[src/hw/rtl/ordered_list_intern_table_macros.svh]
// Assertion helpers for the intern table
`ifndef ORDERED_LIST_INTERN_TABLE_MACROS_SVH
`define ORDERED_LIST_INTERN_TABLE_MACROS_SVH

`ifndef SYNTHESIS
// Same-cycle implication
`define OLIT_ASSERT_IMP(label, clk, rst_n, ante, cons) \
    label: assert property (@(posedge clk) disable iff (!rst_n) (ante) |-> (cons)) \
        else $error("assertion failed");
// Next-cycle implication
`define OLIT_ASSERT_NXT(label, clk, rst_n, ante, cons) \
    label: assert property (@(posedge clk) disable iff (!rst_n) (ante) |=> (cons)) \
        else $error("assertion failed");
`else
`define OLIT_ASSERT_IMP(label, clk, rst_n, ante, cons)
`define OLIT_ASSERT_NXT(label, clk, rst_n, ante, cons)
`endif

`endif

[src/hw/rtl/olit_pkg.sv]
package olit_pkg;

    // Result status codes
    localparam logic [1:0] STATUS_FOUND    = 2'd0;
    localparam logic [1:0] STATUS_ADDED    = 2'd1;
    localparam logic [1:0] STATUS_FULL     = 2'd2;
    localparam logic [1:0] STATUS_TOO_LONG = 2'd3;

    localparam int SITE_W      = 8;
    localparam int NUM_SITES_W = 5;
    localparam int INDEX_W     = 6;
    localparam int STATUS_W    = 2;

    // Control flags that travel with each element down the chain
    typedef struct packed {
        logic valid;     // slot holds an element
        logic last;      // final element of its list
        logic drop;      // element beyond the element bound, not compared
        logic overlong;  // on last: the list exceeded the bound
        logic found;     // on last: an earlier entry matched
        logic claimed;   // the first free cell has taken this list
    } token_ctrl_t;

endpackage

[src/hw/rtl/olit_head.sv]
module olit_head #(
    parameter int MAX_LISTS = 64,
    parameter int MAX_ELEMS = 16,
    localparam int PW = (MAX_ELEMS > 1) ? $clog2(MAX_ELEMS) : 1,
    localparam int LW = $clog2(MAX_ELEMS + 1),
    localparam int IW = $clog2(MAX_LISTS)
) (
    input  logic                                clk,
    input  logic                                rst_n,
    input  logic                                advance,
    input  logic                                take,
    input  logic [olit_pkg::SITE_W-1:0]         site,
    input  logic                                last,
    input  logic [olit_pkg::NUM_SITES_W-1:0]    num_sites,
    output olit_pkg::token_ctrl_t               ctrl_out,
    output logic [olit_pkg::SITE_W-1:0]         site_out,
    output logic [PW-1:0]                       pos_out,
    output logic [IW-1:0]                       idx_out
);

    logic [LW-1:0] qlen_reg;
    logic          overlong_reg;
    logic          def_match_reg;

    olit_pkg::token_ctrl_t              ctrl_reg;
    logic [olit_pkg::SITE_W-1:0]        site_reg;
    logic [PW-1:0]                      pos_reg;

    logic       drop;
    logic       ovl;
    logic       def_cur;
    logic       def_hit;
    logic [8:0] pos_plus1;
    logic [8:0] def_len;

    // Query length bookkeeping and running compare against the default list
    always_comb
    begin
        drop      = (qlen_reg >= LW'(MAX_ELEMS));
        ovl       = overlong_reg | drop;
        pos_plus1 = 9'(qlen_reg) + 9'd1;
        def_cur   = ((qlen_reg == '0) ? 1'b1 : def_match_reg) && ({1'b0, site} == pos_plus1);
        // default list length saturates at the element bound
        def_len   = (9'(num_sites) > 9'(MAX_ELEMS)) ? 9'(MAX_ELEMS) : 9'(num_sites);
        def_hit   = !ovl && def_cur && (def_len == pos_plus1);
    end

    // Query state
    always_ff @(posedge clk or negedge rst_n)
    begin
        if (!rst_n)
        begin
            qlen_reg      <= '0;
            overlong_reg  <= 1'b0;
            def_match_reg <= 1'b0;
        end
        else if (take)
        begin
            if (last)
            begin
                qlen_reg     <= '0;
                overlong_reg <= 1'b0;
            end
            else if (!drop)
            begin
                qlen_reg      <= qlen_reg + LW'(1);
                def_match_reg <= def_cur;
            end
            else
            begin
                overlong_reg <= 1'b1;
            end
        end
    end

    // Token control register
    always_ff @(posedge clk or negedge rst_n)
    begin
        if (!rst_n)
        begin
            ctrl_reg <= '0;
        end
        else if (advance)
        begin
            ctrl_reg.valid    <= take;
            ctrl_reg.last     <= last;
            ctrl_reg.drop     <= drop;
            ctrl_reg.overlong <= last & ovl;
            ctrl_reg.found    <= last & def_hit;
            ctrl_reg.claimed  <= 1'b0;
        end
    end

    // Token payload
    always_ff @(posedge clk)
    begin
        if (advance)
        begin
            site_reg <= site;
            pos_reg  <= PW'(qlen_reg);
        end
    end

    assign ctrl_out = ctrl_reg;
    assign site_out = site_reg;
    assign pos_out  = pos_reg;
    assign idx_out  = '0;

endmodule

[config.mk]
export PLATFORM = sky130hd
export DESIGN_NAME = olit_head
export DESIGN_NICKNAME = d
export VERILOG_FILES = /design/src/hw/rtl/ordered_list_intern_table_macros.svh /design/src/hw/rtl/olit_pkg.sv /design/src/hw/rtl/olit_head.sv
export SDC_FILE = /design/constraint.sdc
export NUM_CORES = 1
export LEC_CHECK = 0
export BUFFER_PORTS_ARGS = -buffer_cell sky130_fd_sc_hd__buf_2
export CAP_MARGIN = 20
export CELL_PAD_IN_SITES_DETAIL_PLACEMENT = 0
export CELL_PAD_IN_SITES_GLOBAL_PLACEMENT = 1
export CORE_ASPECT_RATIO = 0.9
export CORE_UTILIZATION = 39
export CTS_BUF_LIST = sky130_fd_sc_hd__clkbuf_8
export DETAILED_ROUTE_END_ITERATION = 8
export HOLD_SLACK_MARGIN = 0.02
export PLACE_DENSITY = 0.88
export SETUP_SLACK_MARGIN = 0.1
export SLEW_MARGIN = 40
export SYNTH_ARGS = -nofsm -noshare
export SYNTH_HDL_FRONTEND = slang
export SYNTH_SLANG_ARGS = --single-unit
[constraint.sdc]
create_clock -name clk -period 2.1 [get_ports clk]
set_input_delay 0.21 -clock clk [delete_from_list [all_inputs] [get_ports clk]]
set_output_delay 0.21 -clock clk [all_outputs]
set_load 0.02 [all_outputs]
# [Word level (Yosys, flattened, before mapping)]
# Cells that the tools add are included.
# W data, S select, Z words.
[word_totals] in_bits=18 output_inout_bits=24 register_bits=24
[op_classes] reduce_logical=9 n_mux=6 order_cmp=2 n_addsub=2 n_eq_ne=3 bitwise=5
[ops] cell="$mux W5" count=3
[ops] cell="$eq A8 B6 Y1" count=1
[ops] cell="$add A5 B1 Y6 const B" count=1
[ops] cell="$eq A5 B6 Y1" count=1
[ops] cell="$add A5 B1 Y5 const B" count=1
[ops] cell="$ge A5 B5 Y1 const B" count=1
[ops] cell="$gt A5 B5 Y1 const B" count=1
[ops] cell="$logic_not A5 Y1" count=1
[ops] cell="$reduce_and A2 Y1" count=2
[ops] cell="$logic_and A1 B1 Y1" count=3
[ops] cell="$mux W1" count=3
[ops] cell="$reduce_and A3 Y1" count=1
[ops] cell="$and A1 B1 Y1" count=2
[ops] cell="$ne A2 B2 Y1 const B" count=1
[ops] cell="$not A1 Y1" count=2
[ops] cell="$reduce_bool A2 Y1" count=1
[ops] cell="$logic_not A1 Y1" count=1
[ops] cell="$or A1 B1 Y1" count=1

# [Depth between registers and ports, before layout]
[logic_depth] depth_word=6 depth_mapped=7 mapped_depth_nobuf=7

# [Worst setup path before layout]
# OpenSTA, ideal clock, no wires.
[synth_path] path_kind="register to register" start="register qlen_reg[0]" end="register ctrl_reg (netlist bit ctrl_out[1])" n_path_buf=0 path_stages_with_launch=8 path_slack_ps=306 synth_period_minus_slack_ps=1794 arrival_time_ps=1703 setup_time_ps=92 path_cell_list="dfrtp_1 inv_1 ha_1 xor2_1 nor4_1 and3_1 nand4_1 o31ai_2"
[synth_via] elab_chain_len=6
[synth_rtl] item="from (decl)" line_no="olit_head.sv:21" text="logic [LW-1:0] qlen_reg;"
[synth_rtl] item="from (signal assigned)" line_no="olit_head.sv:66" text="qlen_reg <= qlen_reg + LW'(1);"
[synth_rtl] item="$add A5 B1 Y6, or another cell as far along" line_no="olit_head.sv:41" text="pos_plus1 = 9'(qlen_reg) + 9'd1;"
[synth_rtl] item="$eq A8 B6 Y1, or another cell as far along" line_no="olit_head.sv:42" text="def_cur = ((qlen_reg == '0) ? 1'b1 : def_match_reg) && ({1'b0, site} == pos_plus1);"
[synth_rtl] item="$logic_and A1 B1 Y1 / $logic_not A1 Y1 (equally long branches)" line_no="olit_head.sv:42, olit_head.sv:45"
[synth_rtl] item="$logic_and A1 B1 Y1" line_no="olit_head.sv:45" text="def_hit = !ovl && def_cur && (def_len == pos_plus1);"
[synth_rtl] item="$logic_and A1 B1 Y1 *" line_no="olit_head.sv:45"
[synth_rtl] item="$and A1 B1 Y1 *" line_no="olit_head.sv:89" text="ctrl_reg.found <= last & def_hit;"
[synth_rtl] item="to (decl)" line_no="olit_head.sv:25" text="olit_pkg::token_ctrl_t ctrl_reg;"
# Mark *: on every way between the ends. The rest lies on a longest branch, timed or not.
# A chain may end at the register's enable or synchronous reset.

# [Worst setup path in the final report]
# Ends and elaborated chain as after synthesis.

==> impl.org <==
** Run status
- Result of the run :: finished clean

** Setup path
- The worst setup path is of the flop to flop kind.
- Of all nets on the critical path, the largest fanout is 5.
- Worst Path Required :: 2.28 ns
- For the worst setup path, the data arrival time is roughly 2.0 ns.
- STA classifies the critical path endpoint as a flop.
- STA classifies the critical path startpoint as a flop.

** Logic synthesis
- Yosys Warn Count :: 0
- For this run, asynchronously set or reset flops after synthesis account for 0.500.
- After synthesis, the mean cell area works out to approximately 11 sq um.
- Of the synthesized area, sequential elements account for 0.520.
- Most common flop cell mapped by yosys :: sky130_fd_sc_hd__edfxtp_1
- Seq cells post-synth :: 24
- Summed over all instances, the cell type with the most area after synthesis is sky130_fd_sc_hd__edfxtp_1.
- Fraction of synthesized cell area taken by the top area cell type :: 0.283
- Area contributors post-synth :: sky130_fd_sc_hd__edfxtp_1 (28%), sky130_fd_sc_hd__dfrtp_1 (24%), sky130_fd_sc_hd__buf_4 (4.1%), sky130_fd_sc_hd__o21ai_0 (3.9%), sky130_fd_sc_hd__xor2_1 (3.4%)
- The synthesized netlist occupies a cell area of 1270 sq um.
- Sorting the synthesized cells by how often they occur yields sky130_fd_sc_hd__dfrtp_1 (12), sky130_fd_sc_hd__edfxtp_1 (12), sky130_fd_sc_hd__o21ai_0 (10).
- Number of distinct library cell variants in the gate-level netlist after synthesis :: 38
- Counting every instance in the synthesized netlist gives ~120.
- Count of flip-flops with a built-in enable after synthesis :: 12

** GRT
- The total overflow left after global routing is 0.
- Across every metal layer, demand over resource in global routing totals 0.143.
- Global-route wire length before repair :: 3.91 mm
- Initial antenna violation count :: 0
- Entering global routing, the biggest net connects 19 pins.
- The via count of the first global-routing pass is about 870.

** Cells and area
- Final design instance area without fill :: between 1500 and 2000 sq um
- Area of the multi-input gates :: roughly 520 sq um
- Synth-to-Final Area Change :: 20.0%
- Net count, final :: 173
- Number of flip-flops under the largest register name :: 8
- 0 antenna diodes ended up in the layout.
- Share of layout cells above drive strength 1 :: 0.336
- After filler insertion, the fill cell instance count of the layout stands at between 200 and 300.
- Registers take 662 sq um.
- Final Instance Count excl. Fillers :: 194

** Die
- Initial standard-cell utilization of the core :: 0.411
- Num rows :: 19
- Pin placement for this block handled between 40 and 50 I/O pins.
- The total area inside the core boundary comes to around 3100 sq um.
- The floorplan step defined a die boundary enclosing between 3000 and 4000 sq um.
- The die is roughly 56 um tall.
- The die is 62.2 um wide.

** CTS
- Clock transition at the register clock pins on the worst setup and hold paths after CTS :: 0.08 ns
- CTS sink count :: 24
- CTS built an H-tree with a depth of 1.
- The clock passes through at most 2 buffers.
- TritonCTS built the clock tree.
- Clock latency on the worst-skew pair, taken at its later pin, is around 0.26 ns.
- The number of clock buffers added by TritonCTS is 3.
- In this run the clock root is driven by a sky130_fd_sc_hd__clkbuf_8.

** Detailed routing
- Vias after detailed routing :: roughly 1000
- Routed wire per std cell :: between 10 and 15 um
- After the first detailed-routing iteration, the DRC count stood at between 50 and 60.
- DRC violation count after routing :: 0
- In the routed layout, each cell is associated on average with a via count of 5.11.
- Antenna Violating Nets Remaining :: 0
- Routed WL :: 2.44 mm
- The first detailed-routing pass took 4 iterations.

** STA
- Hold slack final :: between 0.1 and 0.15 ns
- Setup repair after global routing left no endpoint under its margin.
- Tcrit/Tclk final :: 0.866
- The final-report max-slew violation count was 0.
- Max Clock Skew :: 0.00134 ns
- For this run, the top clock speed supported by timing is ~550 MHz.
- Total negative setup slack :: 0 ns
- Finish-stage setup viols :: 0
- After layout, the minimum clock period comes to around 1.8 ns.
- Fin. Hold Viols :: 0

** Place
- Input and output buffers added on the ports amount to 34.
- Cell Count Post-Placement :: 188
- Area post-placement :: approximately 1400 sq um
- Once detailed placement completed, the half-perimeter wirelength came to approximately 1.9 mm.
- Routability-driven placement finished with a final weighted congestion of slightly above 0.8.

** Min path
- The worst hold path belongs to the class input pin to flop.

** Pwr
- In this run the power density over the cells is between 700 and 800 nW/um^2.
- For this design the static power due to leakage is a little under 0.7 nW.
- VDD sags by at most slightly below 0.3 mV.
- Total power for the finished layout comes to between 1 and 1.5 mW.

** Run
- Count of maximum capacitance violations :: 0
-- routing by layer --
metal,GRT usage,share of wire,vias up
li1,-,-,478
met1,0.193,0.45,466
met2,0.223,0.49,45
met3,0.0225,0.057,2
met4,0.0764,0.011,0
met5,0,0,-
-- power by group --
| part | switching (mW) | internal (mW) | total [mW] |
|---|---|---|---|
| registers | 0.0144 | 0.529 | 0.543 |
| logic | 0.141 | 0.0983 | 0.239 |
| clock network | 0.134 | 0.167 | 0.301 |
-- critical path, cell delays in order, from the launching register on --
cell and delay, ns:
sky130_fd_sc_hd__dfrtp_1 0.43, sky130_fd_sc_hd__inv_2 0.10, sky130_fd_sc_hd__ha_2 0.31, sky130_fd_sc_hd__xor2_1 0.17, sky130_fd_sc_hd__nor4_1 0.24, sky130_fd_sc_hd__and3_1 0.19, sky130_fd_sc_hd__nand4_1 0.11, sky130_fd_sc_hd__o31ai_2 0.19
-- layout make-up --
| cell class | instances | area share |
|---|---|---|
| sequential | 24 | 0.434 |
| multi-input combinational | 79 | 0.343 |
| timing repair buffer | 39 | 0.138 |
| clock buffer | 4 | 0.0361 |
| tap | 42 | 0.0345 |
| inverter | 6 | 0.0148 |
-- through the flow --
stage,utilization,worst slack (ns)
after CTS,0.489,0.225
after global placement,0.468,0.254
final,0.494,0.282
after floorplan,-,0.306
after global routing,0.494,0.0976
after detailed placement,0.468,0.258
-- cell families (layout without fill, tap and decap cells) --
kind of cell,Yosys count,after routing,synth area share
flops,24,24,0.520
fa+ha+maj,2,2,0.0197
buf+inv,19,49,0.0906
xor+xnor,7,7,0.0482
other cells,1,7,0.00295
compound gates,29,29,0.148
mux,5,5,0.0423
simple gates,29,29,0.129
-- cells in the final DEF (no fill, tap or decap), drive strengths merged, types with 3 or more instances in the layout --
cell,netlist,routed
xor2,5,5
clkbuf,2,4
nor2,5,5
inv,6,6
dfrtp,12,12
nand2,5,5
conb,1,7
buf,11,38
mux2,3,3
edfxtp,12,12
nand2b,5,5
a21oi,5,5
nand3,3,3
o21ai,10,10
-- final timing paths --
path	slack (ns)	endpoint	from	cells after the start
setup / recovery	0.28	ctrl_out[1]$_DFFE_PN0P_	qlen_reg[0]$_DFFE_PN0P_	7
hold reg to reg	0.50	ctrl_out[3]$_DFFE_PN0P_	ctrl_out[3]$_DFFE_PN0P_	1
max in group asynchronous	1.52	qlen_reg[1]$_DFFE_PN0P_	rst_n	2
setup reg to reg	0.28	ctrl_out[1]$_DFFE_PN0P_	qlen_reg[0]$_DFFE_PN0P_	7
hold / removal	0.15	site_out[4]$_DFFE_PP_	site[4]	1
min in group asynchronous	0.35	def_match_reg$_DFFE_PN0P_	rst_n	2
-- repair_timing --
action,in CTS,in global routing
setup endpoints to repair,0,2
resized for setup,0,4
setup buffers,0,1
endpoints found under the hold margin,12,0
hold buffers,1,0
(Power assumes the default switching activity.)
